[src/sv/spi_eeprom_command_sequencer_defines.svh]
// Assertion macros shared by the sequencer RTL.
`ifndef SPI_EEPROM_COMMAND_SEQUENCER_DEFINES_SVH
`define SPI_EEPROM_COMMAND_SEQUENCER_DEFINES_SVH

// Same-cycle implication, sampled on clk, off while arst_n is low.
`define SEQ_ASSERT_IMPL(name, ante, cons, msg) \
	name: assert property (@(posedge clk) disable iff (!arst_n) (ante) |-> (cons)) \
		else $error(msg);

// Next-cycle implication, sampled on clk, off while arst_n is low.
`define SEQ_ASSERT_NEXT(name, ante, cons, msg) \
	name: assert property (@(posedge clk) disable iff (!arst_n) (ante) |=> (cons)) \
		else $error(msg);

`endif

[src/sv/spieecs_pkg.sv]
package spieecs_pkg;

	localparam int PAGE_BYTES = 32;
	localparam int OFFSET_W   = $clog2(PAGE_BYTES);
	localparam int STEP_W     = 4;

	localparam logic [2:0] OP_READ    = 3'd0;
	localparam logic [2:0] OP_WRITE   = 3'd1;
	localparam logic [2:0] OP_WREN    = 3'd2;
	localparam logic [2:0] OP_WRDI    = 3'd3;
	localparam logic [2:0] OP_BURST   = 3'd4;

	localparam logic [7:0] CMD_READ  = 8'h03;
	localparam logic [7:0] CMD_WRITE = 8'h02;
	localparam logic [7:0] CMD_WREN  = 8'h06;
	localparam logic [7:0] CMD_WRDI  = 8'h04;

	// Step numbers inside the sequence tables (burst and single write share the write table).
	localparam logic [STEP_W-1:0] WR_REOPEN_FIRST = 4'd0;
	localparam logic [STEP_W-1:0] WR_SINGLE_FIRST = 4'd2;
	localparam logic [STEP_W-1:0] WR_DATA_STEP    = 4'd9;
	localparam logic [STEP_W-1:0] WR_CLOSE_LAST   = 4'd11;
	localparam logic [STEP_W-1:0] RD_LAST_STEP    = 4'd5;
	localparam logic [STEP_W-1:0] EN_LAST_STEP    = 4'd3;

	typedef enum logic [1:0] {
		ACT_SEND     = 2'd0,
		ACT_DEASSERT = 2'd1,
		ACT_ASSERT   = 2'd2,
		ACT_WAIT     = 2'd3
	} action_t;

	typedef enum logic [1:0] {
		SEQ_READ   = 2'd0,
		SEQ_ENABLE = 2'd1,
		SEQ_WRITE  = 2'd2
	} seq_kind_t;

	typedef struct packed {
		action_t    action;
		logic [7:0] tx_byte;
		logic       capture;
	} spi_act_t;

	// Action at one step of a sequence.
	function automatic spi_act_t step_action(
		input seq_kind_t         kind,
		input logic [7:0]        cmd,
		input logic [STEP_W-1:0] step,
		input logic [15:0]       addr,
		input logic [7:0]        data
	);
		spi_act_t a;
		a = '{action: ACT_SEND, tx_byte: 8'h00, capture: 1'b0};
		case (kind)
			SEQ_READ: begin
				case (step)
					4'd0: a.action = ACT_ASSERT;
					4'd1: a.tx_byte = CMD_READ;
					4'd2: a.tx_byte = addr[15:8];
					4'd3: a.tx_byte = addr[7:0];
					4'd4: a.capture = 1'b1;
					default: a.action = ACT_DEASSERT;
				endcase
			end
			SEQ_ENABLE: begin
				case (step)
					4'd0: a.action = ACT_ASSERT;
					4'd1: a.tx_byte = cmd;
					4'd2: a.action = ACT_DEASSERT;
					default: a.action = ACT_ASSERT;
				endcase
			end
			default: begin
				case (step)
					4'd0: a.action = ACT_DEASSERT;
					4'd1: a.action = ACT_WAIT;
					4'd2: a.action = ACT_ASSERT;
					4'd3: a.tx_byte = CMD_WREN;
					4'd4: a.action = ACT_DEASSERT;
					4'd5: a.action = ACT_ASSERT;
					4'd6: a.tx_byte = CMD_WRITE;
					4'd7: a.tx_byte = addr[15:8];
					4'd8: a.tx_byte = addr[7:0];
					4'd9: a.tx_byte = data;
					4'd10: a.action = ACT_DEASSERT;
					default: a.action = ACT_WAIT;
				endcase
			end
		endcase
		return a;
	endfunction

endpackage

[src/sv/spi_eeprom_command_sequencer.sv]
// SPI EEPROM command sequencer (25xx-style parts).
// Input channel (in_valid/in_ready): one EEPROM request per item: opcode,
// address, data_byte and the burst first/last flags.
// Output channel (out_valid/out_ready): one SPI master action per item:
// send byte, deassert CS, assert CS or write-cycle wait; capture marks the
// dummy read byte and last marks the final action of a request.
// A request is registered on accept and expanded one action per cycle from
// a step counter into an output register while the receiver does not stall.
// The first action reaches the output through that register. A request
// yields 4 (enable), 6 (read), 10 (single write) or 1 to 12 (burst byte)
// actions, one per cycle unless stalled; the step counter sets the rate,
// and the next request is taken in the same cycle the last action of the
// current one moves to the output register.
// Undefined opcodes are accepted and dropped with no actions.
// Reset clears the request and output valid flags and the burst offset.
// When the receiver stalls, the output register holds its action and the
// step counter holds; the input side stalls once the request stage is full.
`include "spi_eeprom_command_sequencer_defines.svh"

module spi_eeprom_command_sequencer (
	input  logic        clk,
	input  logic        arst_n,
	input  logic        in_valid,
	output logic        in_ready,
	input  logic [2:0]  opcode,
	input  logic [15:0] address,
	input  logic [7:0]  data_byte,
	input  logic        first_of_burst,
	input  logic        last_of_burst,
	output logic        out_valid,
	input  logic        out_ready,
	output logic [1:0]  action,
	output logic [7:0]  tx_byte,
	output logic        capture,
	output logic        last
);
	import spieecs_pkg::*;

	// Request stage
	logic              req_valid_s1;
	seq_kind_t         kind_s1;
	logic [7:0]        cmd_s1;
	logic [15:0]       addr_s1;
	logic [7:0]        data_s1;
	logic [STEP_W-1:0] end_s1;
	logic [STEP_W-1:0] step_q;

	// Burst page offset from burst start
	logic [OFFSET_W-1:0] burst_offset_q;

	// Output register
	logic       out_valid_q;
	spi_act_t   out_act_q;
	logic       out_last_q;

	logic              in_accept;
	logic              op_known;
	logic              out_load;
	logic              step_is_last;
	logic              reopen;
	logic [OFFSET_W-1:0] offset_eff;
	seq_kind_t         kind_d;
	logic [7:0]        cmd_d;
	logic [STEP_W-1:0] start_d;
	logic [STEP_W-1:0] end_d;
	spi_act_t          act_d;

	assign op_known     = (opcode == OP_READ) || (opcode == OP_WRITE) || (opcode == OP_WREN)
		|| (opcode == OP_WRDI) || (opcode == OP_BURST);
	// Move an action forward when the output register is empty or draining.
	assign out_load     = req_valid_s1 && (!out_valid_q || out_ready);
	assign step_is_last = (step_q == end_s1);
	// Take a new request when the stage is empty or its last action leaves now.
	assign in_ready     = !req_valid_s1 || (out_load && step_is_last);
	assign in_accept    = in_valid && in_ready;

	// A first flag restarts the page count; offset zero reopens the write.
	assign offset_eff = first_of_burst ? '0 : burst_offset_q;
	assign reopen     = (offset_eff == '0);

	// Decode the request into a sequence and its step range.
	always_comb begin
		kind_d  = SEQ_WRITE;
		cmd_d   = CMD_WREN;
		start_d = WR_SINGLE_FIRST;
		end_d   = WR_CLOSE_LAST;
		case (opcode)
			OP_READ: begin
				kind_d  = SEQ_READ;
				start_d = '0;
				end_d   = RD_LAST_STEP;
			end
			OP_WREN: begin
				kind_d  = SEQ_ENABLE;
				start_d = '0;
				end_d   = EN_LAST_STEP;
			end
			OP_WRDI: begin
				kind_d  = SEQ_ENABLE;
				cmd_d   = CMD_WRDI;
				start_d = '0;
				end_d   = EN_LAST_STEP;
			end
			OP_BURST: begin
				start_d = reopen ? WR_REOPEN_FIRST : WR_DATA_STEP;
				end_d   = last_of_burst ? WR_CLOSE_LAST : WR_DATA_STEP;
			end
			default: begin
				kind_d = SEQ_WRITE;
			end
		endcase
	end

	// Hold the burst offset across requests; only burst bytes move it.
	always_ff @(posedge clk or negedge arst_n) begin
		if (!arst_n) begin
			burst_offset_q <= '0;
		end else if (in_accept && (opcode == OP_BURST)) begin
			if (last_of_burst || (offset_eff == OFFSET_W'(PAGE_BYTES - 1))) begin
				burst_offset_q <= '0;
			end else begin
				burst_offset_q <= offset_eff + 1'b1;
			end
		end
	end

	// Request stage control
	always_ff @(posedge clk or negedge arst_n) begin
		if (!arst_n) begin
			req_valid_s1 <= 1'b0;
			step_q       <= '0;
		end else if (in_accept) begin
			// Drop undefined opcodes: no actions at all.
			req_valid_s1 <= op_known;
			step_q       <= start_d;
		end else if (out_load) begin
			if (step_is_last) begin
				req_valid_s1 <= 1'b0;
			end else begin
				step_q <= step_q + 1'b1;
			end
		end
	end

	// Request payload
	always_ff @(posedge clk) begin
		if (in_accept) begin
			kind_s1 <= kind_d;
			cmd_s1  <= cmd_d;
			addr_s1 <= address;
			data_s1 <= data_byte;
			end_s1  <= end_d;
		end
	end

	assign act_d = step_action(kind_s1, cmd_s1, step_q, addr_s1, data_s1);

	// Output register
	always_ff @(posedge clk or negedge arst_n) begin
		if (!arst_n) begin
			out_valid_q <= 1'b0;
		end else if (out_load) begin
			out_valid_q <= 1'b1;
		end else if (out_ready) begin
			out_valid_q <= 1'b0;
		end
	end

	always_ff @(posedge clk) begin
		if (out_load) begin
			out_act_q  <= act_d;
			out_last_q <= step_is_last;
		end
	end

	assign out_valid = out_valid_q;
	assign action    = out_act_q.action;
	assign tx_byte   = out_act_q.tx_byte;
	assign capture   = out_act_q.capture;
	assign last      = out_last_q;

	`SEQ_ASSERT_IMPL(a_step_in_range, req_valid_s1, step_q <= end_s1, "step past end of sequence")
	`SEQ_ASSERT_IMPL(a_offset_in_page, 1'b1, burst_offset_q <= OFFSET_W'(PAGE_BYTES - 1),
		"burst offset beyond page")
	`SEQ_ASSERT_IMPL(a_no_take_while_busy, req_valid_s1 && !out_load, !in_ready,
		"new request taken while stage busy")
	`SEQ_ASSERT_NEXT(a_known_op_starts, in_accept && op_known, req_valid_s1,
		"accepted request not started")

endmodule
[config.mk]
export PLATFORM = sky130hd
export DESIGN_NAME = spi_eeprom_command_sequencer
export DESIGN_NICKNAME = d
export VERILOG_FILES = /design/src/sv/spieecs_pkg.sv /design/src/sv/spi_eeprom_command_sequencer.sv
export VERILOG_INCLUDE_DIRS = /design/src /design/src/sv
export SDC_FILE = /design/constraint.sdc
export NUM_CORES = 1
export LEC_CHECK = 0
export CAP_MARGIN = 20
export CORE_ASPECT_RATIO = 0.9
export CORE_MARGIN = 5
export CORE_UTILIZATION = 30
export CTS_CLUSTER_SIZE = 8
export DETAILED_ROUTE_END_ITERATION = 12
export DONT_BUFFER_PORTS = 1
export PLACE_DENSITY = 0.41
export SKIP_CTS_REPAIR_TIMING = 1
export SYNTH_ARGS = -nofsm -noshare
export SYNTH_HDL_FRONTEND = slang
export SYNTH_SLANG_ARGS = --single-unit
[constraint.sdc]
create_clock -name clk -period 1.8 [get_ports clk]
set_input_delay 0.09 -clock clk [delete_from_list [all_inputs] [get_ports clk]]
set_output_delay 0.09 -clock clk [all_outputs]
set_load 0.03 [all_outputs]
==> flow_summary.toml, run 1 <==
[logic_synthesis]
yosysMostFrequentCell = "edfxtp_1"
async_flop_share_pct = 20.75
yosys.area.top_type = "edfxtp_1"
syn_nets = 266
synth.area.top_cells = "edfxtp_1 (49%), dfrtp_1 (11%), a22oi_1 (3.8%), ha_1 (3.4%), a21oi_1 (2.7%)"
ys_seq_elements = 53
yosysWarnings = 0
postSynthAreaPerCell_um2 = 11.39
ys_types = 45
syn_area_um2 = 2574
synth_top_cell_area_share_pct = 49.00
syn_inst = 226
synth-main-ff-cell = "edfxtp_1"
yosys-top-cells-count = "edfxtp_1 (42), nand2_1 (16), nor2_1 (16)"
synth.yosys.seq_area_share_pct = 59.70
synth_edf_count = 42

[place]
port_buffers = 0
gp_congestion = 0.7433
dp.cells = 374
place_hpwl_um = 4649

[final_layout]
area_growth_pct = 35.88
n_antenna_cell = 0
num-nets-final = 334
fillers = 865
drive_gt1_share_pct = 23.73
final_util_pct = 41.20
fin_cells = 414

[grt]
grt_use_met1_pct = 18.10
antenna_found_initial = 0
grt_overflow = 0
grtUsageMet2_pct = 19.02
grt_pass1_wl_um = 10610
met3_usage_pct = 3.635
grt_use_total_pct = 12.90
grt_max_degree = 20
busiest_layer = "met2"
grt_pass1_vias = 1974

[clocking]
cts_tree = "yes"
ctsLongestPathBuffers = 2
cts_sinks = 53
cts_buffers = 5
cts-root-buf = "clkbuf_8"
insertion_delay_ps = 320
cts.clk_slew.worst_paths_ps = 100
htree_levels = 2

[job]
maxCapViolCount = 0

[floorplanning]
dieArea_um2 = 10530
core_area_um2 = 8488
die_x_um = 107.6
rows = 32
io_pins = 47
start_util_pct = 30.32
die_h_um = 97.87

[setup_path]
rr_endpoint = "burst_offset_q[3]$_DFFE_PN0P_"
cpPeakStageDelay_ps = 400
crit_slowest_cell = "dfrtp_1"
crit_path_frequent_cell = "ha_2"
reg2reg_depth = 8
r2r_start = "burst_offset_q[0]$_DFFE_PN0P_"
path_class = "register to register"
critPathMaxFanout = 3
cp-end-kind = "register"
cp_cell_sequence = "nand2b_1 -> inv_1 -> ha_2 -> and4b_1 -> ha_2 -> nor3_4 -> or3b_4 -> o211ai_1"
cp.required_ps = 2050
start_kind = "register"
reg2reg_slack_ps = -2
cp.arrival_ps = 2050

[routing]
num_vias = 1982
wire_per_inst_um = 15.50
first_iter_violations = 63
drt_first_pass_iters = 4
ant_nets = 0
finalWirelength_um = 6417
viasPerCell = 4.787
drc = 0

[sta]
period_minus_slack_ps = 1802
skew_ps = 5.360
clock.fmax_ghz = 0.5549
rsz0062_at_grt = "yes"
hold_viol = 2
timing.setup.tns_ps = -2.023
relSlewSlack_pct = 60.95
setup_viol = 1
whs_ps = -10.61
fin_crit_sh_pct = 100.1
drv_slew = 0
setup_slack_ps = -2.023
worstMarginPinSlew_ps = 583.8

[pwr]
peakVddDrop_v = 0.0005157
power_density_nw_per_um2 = 1315
p_leak_nw = 1.273

[status]
failed_checks = "hold timing, setup timing"
status = "complete, but fails checks"

[hold_path]
min_path_cells = 2
holdPathEnd = "end_s1[1]$_DFFE_PP_"
min_path_type = "input pin to register"
holdCritStartpoint = "opcode[0]"
## metrics by stage
stage                     power, mW  setup slack (ps)  cell area [um2]  hold slack [ps]
final                         4.600            -2.023             3497           -10.61
after global routing          4.967            -107.4             3497          -0.1933
after CTS                     4.491            -71.76             3118           -569.0
after detailed placement      3.736            -64.73             3020           -205.2
after global placement        3.737            -6.702             3020           -205.3
after floorplan               2.983            -19.44             2589           -205.6
## per-layer routing
metal / part of all wire, % / up-vias
li1: - / 984
met1: 49 / 942
met2: 45 / 50
met3: 4.4 / 6
met4: 1.5 / 0
met5: 0 / -
## state kept, by name, indices dropped and copies added (netlist names)
name,cells
addr_s1,16
data_s1,8
tx_byte,8
burst_offset_q,5
step_q,4
end_s1,3
action,2
kind_s1,2
capture,1
cmd_s1,1
last,1
out_valid,1
req_valid_s1,1
## critical path, delay by kind of cell, from the launching register on
kind	cells	cell delay [ps]
compound gates	1	150
flops	1	400
simple gates	4	760
fa+ha+maj	2	360
buf+inv	1	50
## layout by cell type, fill, tap and decap left out, drive strengths merged, types with 5 or more instances in the layout
cell / Yosys / layout
a21oi: 15 / 15
a22oi: 13 / 13
buf: 2 / 40
clkbuf: 9 / 5
dfrtp: 11 / 11
dlygate4sd3: 0 / 32
edfxtp: 42 / 42
ha: 7 / 7
inv: 8 / 10
nand2: 16 / 16
nand2b: 5 / 5
nand3: 6 / 6
nor2: 16 / 16
nor3: 8 / 8
o21ai: 19 / 19
o22ai: 6 / 6
xnor2: 5 / 5
## how the worst max path moves through the flow
stage,startpoint,cells after the start,slack [ps],end
finish,burst_offset_q[0]$_DFFE_PN0P_,8,-2,burst_offset_q[3]$_DFFE_PN0P_
global route,burst_offset_q[1]$_DFFE_PN0P_,8,-110,burst_offset_q[3]$_DFFE_PN0P_
CTS,step_q[3]$_DFFE_PN0P_,4,-70,in_ready
detailed placement,burst_offset_q[0]$_DFFE_PN0P_,8,-60,burst_offset_q[3]$_DFFE_PN0P_
global placement,burst_offset_q[0]$_DFFE_PN0P_,8,-7,burst_offset_q[3]$_DFFE_PN0P_
floorplan,burst_offset_q[0]$_DFFE_PN0P_,8,-20,burst_offset_q[3]$_DFFE_PN0P_
## power breakdown
| part | internal, mW | switching [mW] | leakage [nW] |
|---|---|---|---|
| Combinational | 0.931 | 0.963 | 0.701 |
| Sequential | 1.62 | 0.346 | 0.521 |
| Clock | 0.292 | 0.449 | 0.0506 |
## final cells by class
class | count | area [um2] | share of cell area, %
Sequential cell | 53 | 1540 | 44.04
Multi-Input combinational cell | 154 | 1026 | 29.34
Timing Repair Buffer | 72 | 649.4 | 18.57
Tap cell | 119 | 148.9 | 4.258
Clock buffer | 5 | 68.82 | 1.968
Inverter | 8 | 35.03 | 1.002
Clock inverter | 3 | 28.78 | 0.8229
## kinds of logic after synthesis
family          share of synthesized area [%]
flops                                   59.70
compound gates                          17.70
xor+xnor                                2.042
mux                                    0.3889
buf+inv                                 2.819
fa+ha+maj                               3.403
simple gates                            13.95
Power figures use the tool's default switching activity.
==> inputs of run 2 (changes only) <==
--- a/config.mk
+++ b/config.mk
@@ -13,8 +13,7 @@
 export CTS_CLUSTER_SIZE = 8
 export DETAILED_ROUTE_END_ITERATION = 12
 export DONT_BUFFER_PORTS = 1
-export PLACE_DENSITY = 0.41
-export SKIP_CTS_REPAIR_TIMING = 1
+export PLACE_DENSITY = 0.48
 export SYNTH_ARGS = -nofsm -noshare
 export SYNTH_HDL_FRONTEND = slang
 export SYNTH_SLANG_ARGS = --single-unit
==> flow_summary.toml, run 2 (synthesis gave the netlist of run 1 again) <==
[status]
status = "finished clean"

[floorplanning]
die_x_um = 107.6
io_pins = 47
core_area_um2 = 8488
die_h_um = 97.87
start_util_pct = 30.32
dieArea_um2 = 10530
rows = 32

[grt]
grtUsageMet2_pct = 18.69
grt_use_total_pct = 11.58
grt_pass1_vias = 2029
busiest_layer = "met2"
grt_overflow = 0
antenna_found_initial = 0
grt_pass1_wl_um = 9818
grt_max_degree = 17
met3_usage_pct = 3.106
grt_use_met1_pct = 15.33

[routing]
viasPerCell = 4.864
drt_first_pass_iters = 4
num_vias = 2009
finalWirelength_um = 6067
ant_nets = 0
wire_per_inst_um = 14.69
first_iter_violations = 47
drc = 0

[setup_path]
cp.required_ps = 2020
crit_path_frequent_cell = "ha_2"
path_delay_family = "simple AND/OR/NAND/NOR gates"
cp_cell_sequence = "nand2b_1 -> inv_1 -> ha_2 -> and4b_1 -> ha_2 -> nor3_2 -> or3b_4 -> o211ai_1"
critPathMaxFanout = 2
start_kind = "register"
cp-end-kind = "register"
cp.arrival_ps = 2020
cpPeakStageDelay_ps = 390
path_class = "register to register"
crit_slowest_cell = "dfrtp_1"
path_buf_inv = 1

[sta]
period_minus_slack_ps = 1791
drv_slew = 0
rsz0062_at_grt = "yes"
skew_ps = 3.637
clock.fmax_ghz = 0.5584
worstMarginPinSlew_ps = 563.5
relSlewSlack_pct = 62.31
fin_crit_sh_pct = 99.50
hold_viol = 0
setup_viol = 0
whs_ps = 6.317

[clocking]
insertion_delay_ps = 300
cts_sinks = 53
htree_levels = 2
cts_buffers = 5
cts-root-buf = "clkbuf_8"
ctsLongestPathBuffers = 2
cts_tree = "yes"
cts.clk_slew.worst_paths_ps = 90

[final_layout]
n_antenna_cell = 0
final_common_cell = "edfxtp_1"
multiInputGateArea_um2 = 1017
area_growth_pct = 34.81
fillers = 847
num-nets-final = 333
drive_gt1_share_pct = 23.13
final_util_pct = 40.88
final_cell_mix = "edfxtp_1 (42), buf_4 (35), dlygate4sd3_1 (31)"
regArea_um2 = 1538
regMostFlops = "addr_s1"
largest_reg_flops = 16

[pwr]
combPwrFrac_pct = 42.5
p_leak_nw = 1.264
internal_power_mw = 2.822
peakVddDrop_v = 0.0004344
share_seq_of_total_power_pct = 43.0
power_density_nw_per_um2 = 1303
p_clk_share_pct = 14.5
switching_share_pct = 37.59
p_total_mw = 4.522
p_switching_mw = 1.700

[place]
place_hpwl_um = 4473
port_buffers = 0
gp_congestion = 0.8143

[job]
maxCapViolCount = 0

[hold_path]
min_path_type = "input pin to register"
## run 2: changes by cell type in the layout (fill, tap and decap cells not counted), sizes merged
cell         before  now
clkinv            1    3
dlygate4sd3      32   31
inv              10    8
## run 2: repair_timing
action | in CTS | in global routing
hold endpoints to repair | 42 | 0
setup buffers | 2 | 3
hold buffers | 32 | 0
gates resized for setup | 2 | 15
endpoints found under the setup margin | 2 | 32
pin swaps | 2 | 4
## run 2: metrics by stage
step,cell area [um2],setup TNS [ps],setup WS (ps),cells
floorplan,2589,-19.44,-19.44,226
global placement,2983,-14.99,-14.99,369
detailed placement,2983,-78.64,-78.64,369
CTS,3408,0,0.9377,411
global route,3470,-266.6,-128.0,413
finish,3470,0,9.062,413
## run 2: worst paths after layout
path                                                from                            end  slack [ps]  depth (start not counted)
setup / recovery           burst_offset_q[1]$_DFFE_PN0P_  burst_offset_q[3]$_DFFE_PN0P_           9                          8
hold / removal                                 opcode[1]            end_s1[1]$_DFFE_PP_           6                          2
setup reg to reg           burst_offset_q[1]$_DFFE_PN0P_  burst_offset_q[3]$_DFFE_PN0P_           9                          8
hold reg to reg                 req_valid_s1$_DFFE_PN0P_          out_valid$_DFFE_PN0P_         540                          1
max in group asynchronous                         arst_n          step_q[3]$_DFFE_PN0P_        1180                          1
min in group asynchronous                         arst_n  burst_offset_q[1]$_DFFE_PN0P_         210                          1
## run 2: power by group through the flow
stage                     logic (mW)  clock network (mW)  registers, mW
final                           1.92               0.658           1.94
after global routing            2.10               0.726           1.98
after CTS                       1.82               0.679           1.94
after detailed placement        1.73                   0           1.97
after global placement          1.71                   0           1.97
after floorplan                 1.07                   0           1.91
## run 2: area by class of cell
class,count,area share (%)
Inverter,8,0.9376
Sequential cell,53,44.32
Clock inverter,3,0.5049
Timing Repair Buffer,71,18.64
Multi-Input combinational cell,154,29.32
Clock buffer,5,1.983
Tap cell,119,4.291
## run 2: metal layers
metal / vias to the layer above / part of all wire (%)
li1: 979 / -
met1: 980 / 47
met2: 45 / 47
met3: 5 / 4.9
met4: 0 / 0.87
met5: - / 0
## run 2: worst reg2reg max path, delay by kind of cell (launching register included)
kind            cells  cell delay (ps)
compound gates      1              150
fa+ha+maj           2              360
flops               1              390
simple gates        4              770
buf+inv             1               50
==> inputs of run 3 (changes only) <==
--- a/config.mk
+++ b/config.mk
@@ -13,6 +13,7 @@
 export CTS_CLUSTER_SIZE = 8
 export DETAILED_ROUTE_END_ITERATION = 12
 export DONT_BUFFER_PORTS = 1
+export MAX_ROUTING_LAYER = met4
 export PLACE_DENSITY = 0.48
 export SYNTH_ARGS = -nofsm -noshare
 export SYNTH_HDL_FRONTEND = slang
==> flow_summary.toml, run 3 (synthesis gave the netlist of run 1 again) <==
[final_layout]
fillers = 847
n_antenna_cell = 0
final_util_pct = 40.88
largest_reg_flops = 16
area_growth_pct = 34.81
regMostFlops = "addr_s1"
regArea_um2 = 1538
num-nets-final = 333
stdcell_area_um2 = 3470
drive_gt1_share_pct = 23.13
final_cell_mix = "edfxtp_1 (42), buf_4 (35), dlygate4sd3_1 (31)"
final_common_cell = "edfxtp_1"
fin_cells = 413
multiInputGateArea_um2 = 1017

[sta]
skew_ps = 7.025
worstMarginPinSlew_ps = 560.2
rsz0062_at_grt = "yes"
drv_slew = 0
setup_slack_ps = 11.25
whs_ps = 6.516
period_minus_slack_ps = 1789
clock.fmax_ghz = 0.5591
setup_viol = 0
relSlewSlack_pct = 62.53
hold_viol = 0
fin_crit_sh_pct = 99.37
timing.setup.tns_ps = 0

[clocking]
cts_buffers = 5
ctsLongestPathBuffers = 2
cts_tree = "yes"
cts_sinks = 53
cts.clk_slew.worst_paths_ps = 90
htree_levels = 2
cts-root-buf = "clkbuf_8"
insertion_delay_ps = 300

[setup_path]
path_delay_family = "simple AND/OR/NAND/NOR gates"
cpPeakStageDelay_ps = 390
path_class = "register to register"
critPathMaxFanout = 2
crit_path_frequent_cell = "ha_2"
crit_slowest_cell = "dfrtp_1"
cp.arrival_ps = 2010
start_kind = "register"
cp_cell_sequence = "nand2b_1 -> inv_1 -> ha_2 -> and4b_1 -> ha_2 -> nor3_2 -> or3b_4 -> o211ai_1"
path_buf_inv = 1
cp.required_ps = 2020
cp-end-kind = "register"

[pwr]
combPwrFrac_pct = 42.5
share_seq_of_total_power_pct = 43.0
power_density_nw_per_um2 = 1301
p_leak_nw = 1.264
p_clk_share_pct = 14.5
p_total_mw = 4.514
internal_power_mw = 2.822
peakVddDrop_v = 0.0004354
switching_share_pct = 37.49
p_switching_mw = 1.692

[place]
dpl_worst_slack_ps = -78.64
port_buffers = 0
gp_congestion = 0.8264
dp.cells = 369
place_hpwl_um = 4473
post_dp_cell_area_um2 = 2983

[job]
maxCapViolCount = 0

[routing]
wire_per_inst_um = 14.63
finalWirelength_um = 6043
num_vias = 2004
first_iter_violations = 48
drc = 0
drt_first_pass_iters = 4
ant_nets = 0
viasPerCell = 4.852

[floorplanning]
dieArea_um2 = 10530
io_pins = 47
rows = 32
die_h_um = 97.87
die_x_um = 107.6
core_area_um2 = 8488
start_util_pct = 30.32

[hold_path]
min_path_type = "input pin to register"

[grt]
grt_pass1_wl_um = 9811
grt_use_total_pct = 11.92
grt_max_degree = 17
grt_pass1_vias = 2030
grt_overflow = 0
antenna_found_initial = 0

[status]
status = "finished clean"
run 3: cell counts in the layout (fill, tap and decap cells not counted):
Identical to the previous run, type by type.
run 3: final cells by class:
class	count	share of cell area, %
flip-flops and latches	53	44.32
multi-input cells	154	29.32
repair buffers	71	18.64
well taps	119	4.291
clock buffers	5	1.983
inverters	8	0.9376
clock inverters	3	0.5049
run 3: layer usage:
metal  track usage [%]  share of wire [%]
met1             15.33                 47
met2             18.69                 48
met3             3.106                4.3
met4             3.204               0.88
met5                 -                  0
run 3: worst reg2reg max path: cells and delay by family, from the launching register on:
kind / cells / cell delay [ps]
AOI/OAI and AO/OA: 1 / 150
adders and majority gates: 2 / 360
buffers and inverters: 1 / 50
DFF: 1 / 390
and+or+nand+nor: 4 / 770
run 3: worst paths after layout:
check                                         startpoint                             to  slack, ps  cells after the start
setup / recovery           burst_offset_q[1]$_DFFE_PN0P_  burst_offset_q[3]$_DFFE_PN0P_         10                      8
hold / removal                                 opcode[1]            end_s1[1]$_DFFE_PP_          7                      2
setup reg to reg           burst_offset_q[1]$_DFFE_PN0P_  burst_offset_q[3]$_DFFE_PN0P_         10                      8
hold reg to reg                 req_valid_s1$_DFFE_PN0P_          out_valid$_DFFE_PN0P_        540                      1
max in group asynchronous                         arst_n          step_q[3]$_DFFE_PN0P_       1190                      1
min in group asynchronous                         arst_n  burst_offset_q[3]$_DFFE_PN0P_        210                      1
run 3: what timing repair did:
action,4_1_cts,5_1_grt
resized for setup,2,15
hold endpoints to repair,42,0
hold buffers,32,0
setup buffers,2,3
setup endpoints to repair,2,32
pin swaps,2,4
run 3: power by group through the flow:
stage          sequential [mW]  combinational [mW]  clock (mW)
6_report                  1.94                1.92       0.654
4_1_cts                   1.94                1.82       0.679
2_1_floorplan             1.91                1.07           0
3_3_place_gp              1.97                1.71           0
3_5_place_dp              1.97                1.73           0
5_1_grt                   1.98                2.10       0.726
